<file path="config.mk">
export PLATFORM = sky130hd
export DESIGN_NAME = config_line_lexer_flat
export DESIGN_NICKNAME = d
export VERILOG_FILES = /design/src/hw/rtl/cll_pkg.sv /design/src/hw/rtl/cll_byte_if.sv /design/src/hw/rtl/cll_line_if.sv /design/src/hw/rtl/config_line_lexer.sv /design/src/flat_wrapper.sv
export VERILOG_INCLUDE_DIRS = /design/src /design/src/hw/rtl
export SDC_FILE = /design/constraint.sdc
export NUM_CORES = 1
export LEC_CHECK = 0
export CORE_UTILIZATION = 64
export CTS_CLUSTER_SIZE = 40
export DETAILED_ROUTE_END_ITERATION = 8
export DONT_BUFFER_PORTS = 1
export GPL_TIMING_DRIVEN = 0
export PLACE_DENSITY = 0.78
export RECOVER_POWER = 50
export SLEW_MARGIN = 20
export SYNTH_ARGS = -nofsm -noshare
export SYNTH_HDL_FRONTEND = slang
export SYNTH_SLANG_ARGS = --single-unit
</file>
<file path="constraint.sdc">
create_clock -name clk -period 4.39 [get_ports clk]
set_input_delay 0.439 -clock clk [delete_from_list [all_inputs] [get_ports clk]]
set_output_delay 0.439 -clock clk [all_outputs]
set_load 0.03 [all_outputs]
</file>
<file path="src/hw/rtl/config_line_lexer_assert.svh">
// ----------------------------------------------------------------------------
// Assertion macros for the config line lexer
// Shared clocking and reset for the concurrent checks.
// ----------------------------------------------------------------------------
`ifndef CONFIG_LINE_LEXER_ASSERT_SVH
`define CONFIG_LINE_LEXER_ASSERT_SVH

// same-cycle implication, sampled on clk, off during reset
`define CLL_ASSERT_NOW(label, ante, cons) \
	label: assert property (@(posedge clk) disable iff (!arst_n) (ante) |-> (cons)) \
		else $error("config_line_lexer check failed");

// next-cycle implication, sampled on clk, off during reset
`define CLL_ASSERT_NEXT(label, ante, cons) \
	label: assert property (@(posedge clk) disable iff (!arst_n) (ante) |=> (cons)) \
		else $error("config_line_lexer check failed");

`endif

</file>
<file path="src/hw/rtl/cll_pkg.sv">
// ----------------------------------------------------------------------------
// cll_pkg
// Types, constants and the byte classifier of the config line lexer.
// ----------------------------------------------------------------------------
`default_nettype none

package cll_pkg;

	// longest line in columns; the column counter saturates here
	localparam int MAX_LINE_LENGTH = 256;
	localparam int COL_W           = $clog2(MAX_LINE_LENGTH + 1);

	typedef logic [COL_W-1:0] col_t;

	// required indentation columns
	localparam col_t COL_HYPHEN     = COL_W'(2);
	localparam col_t COL_LIST_SPACE = COL_W'(3);
	localparam col_t COL_KEY        = COL_W'(4);
	localparam col_t COL_MAX        = COL_W'(MAX_LINE_LENGTH);

	localparam logic [7:0] BYTE_LF = 8'h0A;

	// byte classes
	typedef enum logic [2:0] {
		CL_NEWLINE = 3'd0,
		CL_HASH    = 3'd1,
		CL_SPACE   = 3'd2,
		CL_HYPHEN  = 3'd3,
		CL_COLON   = 3'd4,
		CL_WORD    = 3'd5,
		CL_UNKNOWN = 3'd6
	} char_class_t;

	// per-line states
	typedef enum logic [7:0] {
		LS_START      = 8'b0000_0001,
		LS_COMMENT    = 8'b0000_0010,
		LS_INDENT     = 8'b0000_0100,
		LS_LIST_IND   = 8'b0000_1000,
		LS_CMD        = 8'b0001_0000,
		LS_CMD_SCALAR = 8'b0010_0000,
		LS_MAPPING    = 8'b0100_0000,
		LS_LIST_BLOCK = 8'b1000_0000
	} line_state_t;

	// reported line kinds
	localparam logic [2:0] KIND_EMPTY       = 3'd0;
	localparam logic [2:0] KIND_COMMENT     = 3'd1;
	localparam logic [2:0] KIND_CMD         = 3'd2;
	localparam logic [2:0] KIND_CMD_SCALAR  = 3'd3;
	localparam logic [2:0] KIND_MAPPING     = 3'd4;
	localparam logic [2:0] KIND_LIST_BLOCK  = 3'd5;
	localparam logic [2:0] KIND_LIST_SCALAR = 3'd6;

	function automatic char_class_t classify(input logic [7:0] c);
		char_class_t cls;
		cls = CL_UNKNOWN;
		if (c == BYTE_LF)                          cls = CL_NEWLINE;
		else if (c == "#")                         cls = CL_HASH;
		else if (c == " ")                         cls = CL_SPACE;
		else if (c == "-")                         cls = CL_HYPHEN;
		else if (c == ":")                         cls = CL_COLON;
		else if (c >= "0" && c <= "9")             cls = CL_WORD;
		else if (c >= "a" && c <= "z")             cls = CL_WORD;
		else if (c >= "A" && c <= "Z")             cls = CL_WORD;
		else if (c == "_" || c == "." || c == "/") cls = CL_WORD;
		return cls;
	endfunction

endpackage

`default_nettype wire

</file>
<file path="src/hw/rtl/cll_byte_if.sv">
// ----------------------------------------------------------------------------
// cll_byte_if
// Valid/ready channel that carries one text byte per transfer.
// ----------------------------------------------------------------------------
`default_nettype none

interface cll_byte_if;
	logic       valid;
	logic       ready;
	logic [7:0] ch;

	modport source (output valid, output ch, input ready);
	modport sink (input valid, input ch, output ready);
endinterface

`default_nettype wire

</file>
<file path="src/hw/rtl/cll_line_if.sv">
// ----------------------------------------------------------------------------
// cll_line_if
// Valid/ready channel that carries one line description per transfer.
// ----------------------------------------------------------------------------
`default_nettype none

interface cll_line_if;
	logic       valid;
	logic       ready;
	logic [2:0] line_kind;
	logic [7:0] key_start;
	logic [7:0] key_length;
	logic [7:0] value_start;
	logic [7:0] value_length;
	logic       syntax_error;

	modport source (
		output valid, output line_kind, output key_start, output key_length,
		output value_start, output value_length, output syntax_error,
		input ready
	);
	modport sink (
		input valid, input line_kind, input key_start, input key_length,
		input value_start, input value_length, input syntax_error,
		output ready
	);
endinterface

`default_nettype wire

</file>
<file path="src/hw/rtl/config_line_lexer.sv">
// A newline byte's line result is formed from the input byte register and held in the result register.
// Throughput: one byte per cycle unless a newline waits on a stalled result; the line
// state update is a single pass of logic between the input byte register and the line state registers.
// A stalled result blocks input only when a second newline reaches it.
// Reset (arst_n low, asynchronous) empties both registers and returns the
// line state to start with column, key, value and error cleared.
// ----------------------------------------------------------------------------
// config_line_lexer
// Classifies text bytes, tracks per-line state and reports one result per
// line with its kind, key and value positions and a sticky error flag.
// ----------------------------------------------------------------------------
`default_nettype none

module config_line_lexer
	import cll_pkg::*;
(
	input  wire           clk,
	input  wire           arst_n,
	cll_byte_if.sink      byte_in,
	cll_line_if.source    line_out
);

	// input byte register
	logic        valid_s1;
	logic [7:0]  ch_s1;

	// per-line state
	line_state_t state_q;
	col_t        column_q;
	col_t        key_begin_q;
	col_t        key_count_q;
	col_t        value_begin_q;
	logic        value_seen_q;
	logic        error_seen_q;

	// result register
	logic        out_valid_q;
	logic [2:0]  kind_q;
	logic [7:0]  key_start_q;
	logic [7:0]  key_length_q;
	logic [7:0]  value_start_q;
	logic [7:0]  value_length_q;
	logic        error_q;

	char_class_t cls;
	logic        is_nl;
	logic        adv_s1;

	line_state_t n_state;
	col_t        n_column;
	col_t        n_key_begin;
	col_t        n_key_count;
	col_t        n_value_begin;
	logic        n_value_seen;
	logic        n_error_seen;

	logic [2:0]  res_kind;
	col_t        res_key_count;
	logic        res_error;
	col_t        res_key_start;
	col_t        res_value_start;
	col_t        res_value_length;

	col_t        i;

	assign cls    = classify(ch_s1);
	assign is_nl  = (cls == CL_NEWLINE);
	assign i      = column_q;
	assign adv_s1 = valid_s1 && (!is_nl || !out_valid_q || line_out.ready);

	assign byte_in.ready = !valid_s1 || adv_s1;

	// capture the incoming byte
	always_ff @(posedge clk or negedge arst_n) begin
		if (!arst_n) begin
			valid_s1 <= 1'b0;
		end else if (byte_in.ready) begin
			valid_s1 <= byte_in.valid;
		end
	end

	always_ff @(posedge clk) begin
		if (byte_in.ready && byte_in.valid) begin
			ch_s1 <= byte_in.ch;
		end
	end

	// advance the line state machine for one byte
	always_comb begin
		n_state       = state_q;
		n_column      = column_q;
		n_key_begin   = key_begin_q;
		n_key_count   = key_count_q;
		n_value_begin = value_begin_q;
		n_value_seen  = value_seen_q;
		n_error_seen  = error_seen_q;

		res_kind         = KIND_EMPTY;
		res_key_count    = key_count_q;
		res_error        = error_seen_q;
		res_key_start    = '0;
		res_value_start  = '0;
		res_value_length = '0;

		if (!is_nl) begin
			if (i >= COL_MAX) begin
				// line too long: flag and drop the byte
				n_error_seen = 1'b1;
			end else begin
				n_column = i + COL_W'(1);
				unique case (state_q)
					LS_START: begin
						if (i != '0) n_error_seen = 1'b1;
						case (cls)
							CL_HASH:  n_state = LS_COMMENT;
							CL_SPACE: n_state = LS_INDENT;
							CL_WORD: begin
								n_key_begin = i;
								n_state     = LS_CMD;
							end
							default:  n_error_seen = 1'b1;
						endcase
					end
					LS_COMMENT: begin
					end
					LS_INDENT: begin
						if (i > COL_KEY) n_error_seen = 1'b1;
						case (cls)
							CL_SPACE: begin
								if (i >= COL_KEY) n_error_seen = 1'b1;
							end
							CL_HYPHEN: begin
								if (i != COL_HYPHEN) n_error_seen = 1'b1;
								n_state = LS_LIST_IND;
							end
							CL_WORD: begin
								if (i != COL_KEY) n_error_seen = 1'b1;
								n_key_begin = i;
								n_state     = LS_MAPPING;
							end
							default: n_error_seen = 1'b1;
						endcase
					end
					LS_LIST_IND: begin
						if (i <= COL_HYPHEN || i > COL_KEY) n_error_seen = 1'b1;
						case (cls)
							CL_SPACE: begin
								if (i != COL_LIST_SPACE) n_error_seen = 1'b1;
							end
							CL_WORD: begin
								if (i != COL_KEY) n_error_seen = 1'b1;
								n_key_begin = i;
								n_state     = LS_LIST_BLOCK;
							end
							default: n_error_seen = 1'b1;
						endcase
					end
					LS_CMD: begin
						case (cls)
							CL_SPACE: begin
								if (key_count_q == '0) n_error_seen = 1'b1;
								n_state = LS_CMD_SCALAR;
							end
							CL_COLON: begin
								if (key_count_q != '0) n_error_seen = 1'b1;
								else n_key_count = i - key_begin_q;
							end
							CL_WORD: begin
								if (key_count_q != '0) n_error_seen = 1'b1;
							end
							default: n_error_seen = 1'b1;
						endcase
					end
					LS_CMD_SCALAR: begin
						if (cls == CL_WORD) begin
							if (!value_seen_q) begin
								n_value_begin = i;
								n_value_seen  = 1'b1;
							end
						end else begin
							n_error_seen = 1'b1;
						end
					end
					default: begin
						// mapping and list block share the key/value rules
						case (cls)
							CL_COLON: begin
								if (key_count_q != '0 || value_seen_q) n_error_seen = 1'b1;
								if (key_count_q == '0) n_key_count = i - key_begin_q;
							end
							CL_SPACE: begin
								if (key_count_q == '0 || value_seen_q) n_error_seen = 1'b1;
							end
							CL_WORD: begin
								if (!value_seen_q && key_count_q != '0) begin
									n_value_begin = i;
									n_value_seen  = 1'b1;
								end
							end
							default: n_error_seen = 1'b1;
						endcase
					end
				endcase
			end
		end else begin
			// end of line: settle the kind and final error
			unique case (state_q)
				LS_START:   res_kind = KIND_EMPTY;
				LS_COMMENT: res_kind = KIND_COMMENT;
				LS_INDENT, LS_LIST_IND: begin
					res_kind  = KIND_EMPTY;
					res_error = 1'b1;
				end
				LS_CMD: begin
					res_kind = KIND_CMD;
					if (key_count_q == '0) res_error = 1'b1;
				end
				LS_CMD_SCALAR: begin
					res_kind = KIND_CMD_SCALAR;
					if (!value_seen_q) res_error = 1'b1;
				end
				LS_MAPPING: begin
					res_kind = KIND_MAPPING;
					if (key_count_q == '0 || !value_seen_q) res_error = 1'b1;
				end
				default: begin
					if (value_seen_q) begin
						res_kind = KIND_LIST_BLOCK;
						if (key_count_q == '0) res_error = 1'b1;
					end else begin
						res_kind = KIND_LIST_SCALAR;
						if (key_count_q != '0) res_error = 1'b1;
						else res_key_count = i - key_begin_q;
					end
				end
			endcase
			if (res_key_count != '0) res_key_start = key_begin_q;
			if (value_seen_q) begin
				res_value_start  = value_begin_q;
				res_value_length = i - value_begin_q;
			end

			// clear for the next line
			n_state       = LS_START;
			n_column      = '0;
			n_key_begin   = '0;
			n_key_count   = '0;
			n_value_begin = '0;
			n_value_seen  = 1'b0;
			n_error_seen  = 1'b0;
		end
	end

	// hold the line state
	always_ff @(posedge clk or negedge arst_n) begin
		if (!arst_n) begin
			state_q       <= LS_START;
			column_q      <= '0;
			key_begin_q   <= '0;
			key_count_q   <= '0;
			value_begin_q <= '0;
			value_seen_q  <= 1'b0;
			error_seen_q  <= 1'b0;
		end else if (adv_s1) begin
			state_q       <= n_state;
			column_q      <= n_column;
			key_begin_q   <= n_key_begin;
			key_count_q   <= n_key_count;
			value_begin_q <= n_value_begin;
			value_seen_q  <= n_value_seen;
			error_seen_q  <= n_error_seen;
		end
	end

	// result valid: set on a newline, drop after the transfer
	always_ff @(posedge clk or negedge arst_n) begin
		if (!arst_n) begin
			out_valid_q <= 1'b0;
		end else if (adv_s1 && is_nl) begin
			out_valid_q <= 1'b1;
		end else if (line_out.ready) begin
			out_valid_q <= 1'b0;
		end
	end

	always_ff @(posedge clk) begin
		if (adv_s1 && is_nl) begin
			kind_q         <= res_kind;
			key_start_q    <= res_key_start[7:0];
			key_length_q   <= res_key_count[7:0];
			value_start_q  <= res_value_start[7:0];
			value_length_q <= res_value_length[7:0];
			error_q        <= res_error;
		end
	end

	assign line_out.valid        = out_valid_q;
	assign line_out.line_kind    = kind_q;
	assign line_out.key_start    = key_start_q;
	assign line_out.key_length   = key_length_q;
	assign line_out.value_start  = value_start_q;
	assign line_out.value_length = value_length_q;
	assign line_out.syntax_error = error_q;

`include "config_line_lexer_assert.svh"

	`CLL_ASSERT_NOW(a_column_bound, 1'b1, column_q <= COL_MAX)
	`CLL_ASSERT_NEXT(a_line_cleared, adv_s1 && is_nl, state_q == LS_START && column_q == '0 && !error_seen_q)
	`CLL_ASSERT_NOW(a_stall_cause, valid_s1 && !byte_in.ready, out_valid_q && !line_out.ready)

endmodule

`default_nettype wire
</file>
<file path="src/flat_wrapper.sv">
// flat-port wrapper written by rule: the top's interface ports become plain ports
module config_line_lexer_flat import cll_pkg::*;
  (clk, arst_n, byte_in_valid, byte_in_ch, byte_in_ready, line_out_valid, line_out_line_kind, line_out_key_start, line_out_key_length, line_out_value_start, line_out_value_length, line_out_syntax_error, line_out_ready);
  cll_byte_if byte_in_i ();
  cll_line_if line_out_i ();
  input  wire clk;
  input  wire arst_n;
  input wire logic [$bits(byte_in_i.valid)-1:0] byte_in_valid;
  input wire logic [$bits(byte_in_i.ch)-1:0] byte_in_ch;
  output wire logic [$bits(byte_in_i.ready)-1:0] byte_in_ready;
  output wire logic [$bits(line_out_i.valid)-1:0] line_out_valid;
  output wire logic [$bits(line_out_i.line_kind)-1:0] line_out_line_kind;
  output wire logic [$bits(line_out_i.key_start)-1:0] line_out_key_start;
  output wire logic [$bits(line_out_i.key_length)-1:0] line_out_key_length;
  output wire logic [$bits(line_out_i.value_start)-1:0] line_out_value_start;
  output wire logic [$bits(line_out_i.value_length)-1:0] line_out_value_length;
  output wire logic [$bits(line_out_i.syntax_error)-1:0] line_out_syntax_error;
  input wire logic [$bits(line_out_i.ready)-1:0] line_out_ready;
  assign byte_in_i.valid = byte_in_valid;
  assign byte_in_i.ch = byte_in_ch;
  assign byte_in_ready = byte_in_i.ready;
  assign line_out_valid = line_out_i.valid;
  assign line_out_line_kind = line_out_i.line_kind;
  assign line_out_key_start = line_out_i.key_start;
  assign line_out_key_length = line_out_i.key_length;
  assign line_out_value_start = line_out_i.value_start;
  assign line_out_value_length = line_out_i.value_length;
  assign line_out_syntax_error = line_out_i.syntax_error;
  assign line_out_i.ready = line_out_ready;
  config_line_lexer u_core (.clk(clk), .arst_n(arst_n), .byte_in(byte_in_i), .line_out(line_out_i));
endmodule
</file>
==> run summary <==
Status -> finished with violations
Failing checks -> max-capacitance violations, max-slew violations
Crit end category -> register
Diodes inserted -> 0
Synthesized area -> 5000 sq um
Pint -> 1780 uW
Syn Area/Cell -> 10.4 sq um
Clock Latency Late Sink -> 0.37 ns
Max H-tree Level -> 3
Ports -> 50
Clock-pin transition on the worst setup and hold timing paths -> 0.09 ns
Top area cells in the synthesized netlist -> edfxtp_1, dfrtp_1, ha_1
Clock power frac -> 19.8%
Area growth, synth to finish -> 6.48%
Fmax -> 0.279 GHz
Pin slew with the least headroom to its limit -> 2.59 ns
Post-synth EDFFs -> 44
Setup crit start kind -> register
Post-synth top area share -> 26.4%
Power Total -> 2960 uW
Final Setup Violations -> 0
Maximum root-to-sink buffer count -> 2
Most numerous cell in the Yosys netlist -> dfrtp_1
Most used DFF post-synth -> dfrtp_1
# nets final -> 528
Post-route setup slack -> 0.807 ns
Placed standard-cell area -> 5150 sq um
GRT Residual Overflow -> 0
Comb pwr share -> 41.3%
Setup_tns -> 0 ns
Area leader, netlist -> edfxtp_1
Die Width -> 90.4 microns
Power density over cell area -> 556 nW/um^2
Drt drc -> 0
Sequential area share after synthesis -> 50.0%
Max-slew violation count -> 48
Period utilization -> 81.6%
RePlAce Congestion -> 0.914
Vias per cell -> 6.31
Root Buffer -> clkbuf_8
First-pass GRT wire length -> 17.6 mm
TritonCTS clock tree -> built
Cells after synthesis -> 482
Peak VDD IR -> 220 uV
Final ANT Viol Nets -> 0
Min cycle time layout -> 3.58 ns
Worst path required time -> 4.48 ns
Vias in the first global route -> 3687
# rows -> 31
Max-slew headroom -> -72.3%
Unrepaired setup endpoints after global routing -> false
Die area -> 8170 sq um
Post-Synthesis Net Count -> 514
Number of max-cap violations -> 1
Initial Util -> 67.5%
GRT Util Overall -> 27.3%
Largest net degree at the start of global routing -> 48
Maximum fanout along the worst path -> 8
Min-Delay Path Class -> input pin to register
Flop and latch count out of synthesis -> 91
Design Area, Final -> 5330 sq um
Setup WS pre-CTS -> 0.834 ns
Kind of critical path -> register to register
Final Util -> 71.9%
Avg WL per Cell -> 17.2 microns
Initial DRC Count -> 192
Reg power frac -> 38.9%
Die Height -> 90.4 microns
Drt pass-1 iters -> 5
Net Switching -> 1180 uW
Via count -> 3785
Clock Skew -> 0.00991 ns
IO buf count -> 0
Core footprint -> 7410 sq um
Switching Fraction -> 39.8%
Final Hold Viols -> 0
Post-synth ARST share -> 51.6%
Layout cells sized above 1 -> 7.39%
Synth unique cells -> 72
Initial antenna violation count -> 0
Yosys warns -> 0
Synth top cells by count -> dfrtp_1, edfxtp_1, nand2_1, nor2_1
CP arrival -> 3.68 ns
Post-Route WL -> 10.3 mm
Clk sink count -> 91
Final HPWL DP -> 7.40 mm
TritonCTS Buffers -> 9
Leak -> 0.00224 uW
==> worst max-delay path: stages, from the launching register on <==
cell	delay, ns
dfrtp_1	0.47
inv_1	0.21
ha_1	0.20
inv_1	0.05
fa_1	0.40
xnor2_1	0.23
inv_1	0.07
or3_1	0.31
or4_1	0.42
or3_4	0.35
o41ai_4	0.43
a211oi_1	0.16
==> state kept, by name (all words and copies together), names as in the netlist, 8 cells and up <==
name and count:
u_core.line_out.value_start 8, u_core.line_out.key_length 8, u_core.column_q 9, u_core.value_begin_q 8, u_core.key_begin_q 9, u_core.key_count_q 9, u_core.line_out.key_start 8, u_core.ch_s1 8
u_core.line_out.value_length 8, u_core.state_q 8
==> routing by layer <==
layer / vias up / GRT usage [%] / share of wire [%]
met2: 125 / 45.5 / 49
li1: 1791 / - / -
met5: - / 0 / 0
met4: 0 / 11.7 / 2.4
met1: 1843 / 35.3 / 44
met3: 26 / 4.71 / 4.4
==> per-stage QoR <==
step	hold slack (ns)	instances
6_report	0.161	600
5_1_grt	0.145	600
4_1_cts	0.153	600
3_5_place_dp	0.144	582
3_3_place_gp	0.145	581
2_1_floorplan	0.143	482
==> timing repair <==
item                                   4_1_cts  5_1_grt
resized for setup                            0        0
hold buffers                                 2        0
endpoints found under the hold margin       47        0
buffers inserted                             0        0
==> power groups by stage <==
stage          Sequential (uW)  Combinational (uW)  Clock (uW)
4_1_cts                   1150                1220         588
5_1_grt                   1170                1360         625
3_5_place_dp              1160                1190           0
3_3_place_gp              1160                1150           0
2_1_floorplan             1130                 968           0
6_report                  1150                1220         587
==> cells in the final DEF, fill, tap and decap left out, drive strengths merged, types with 7 or more instances in the layout <==
cell type / instances
dfrtp: 46
edfxtp: 44
nand2: 43
nor2: 39
inv: 29
o21ai: 29
clkbuf: 27
nand3: 25
ha: 18
nor3: 17
a21oi: 16
xor2: 15
nor2b: 11
a21o: 11
xnor2: 10
a211oi: 10
o31ai: 9
nor4: 8
or3: 8
buf: 8
a22o: 7
==> final timing paths <==
| kind | from | end | slack, ns | cells after the start |
|---|---|---|---|---|
| setup / recovery | u_core.column_q[0] | u_core.line_out.key_start[7] | 0.81 | 11 |
| hold / removal | byte_in_ch[5] | u_core.ch_s1[5] | 0.16 | 0 |
| setup reg to reg | u_core.column_q[0] | u_core.line_out.key_start[7] | 0.81 | 11 |
| hold reg to reg | u_core.state_q[0] | u_core.state_q[0] | 0.52 | 2 |
| max in group asynchronous | arst_n | u_core.value_begin_q[7] | 1.47 | 2 |
| min in group asynchronous | arst_n | u_core.state_q[2] | 1.45 | 2 |
==> kinds of logic (layout without fill, tap and decap cells) <==
kind of cell	after synthesis	count (layout)	synth area share [%]
AND/OR/NAND/NOR	185	185	19.7
AO/OA/AOI/OAI	111	111	16.1
flip-flops	91	91	50.0
buffers and inverters	49	68	4.35
XOR/XNOR	25	25	4.38
adder cells (fa/ha/maj)	20	20	5.30
multiplexers	1	1	0.200
==> cell type report <==
class	instances	area, sq um
Multi-Input combinational cell	342	2260
Fill cell	559	2080
Inverter	26	97.6
Tap cell	99	124
Buffer	23	113
Clock inverter	6	70.1
Sequential cell	91	2500
Clock buffer	10	128
Timing Repair Buffer	3	33.8
Power figures use the tool's default switching activity.
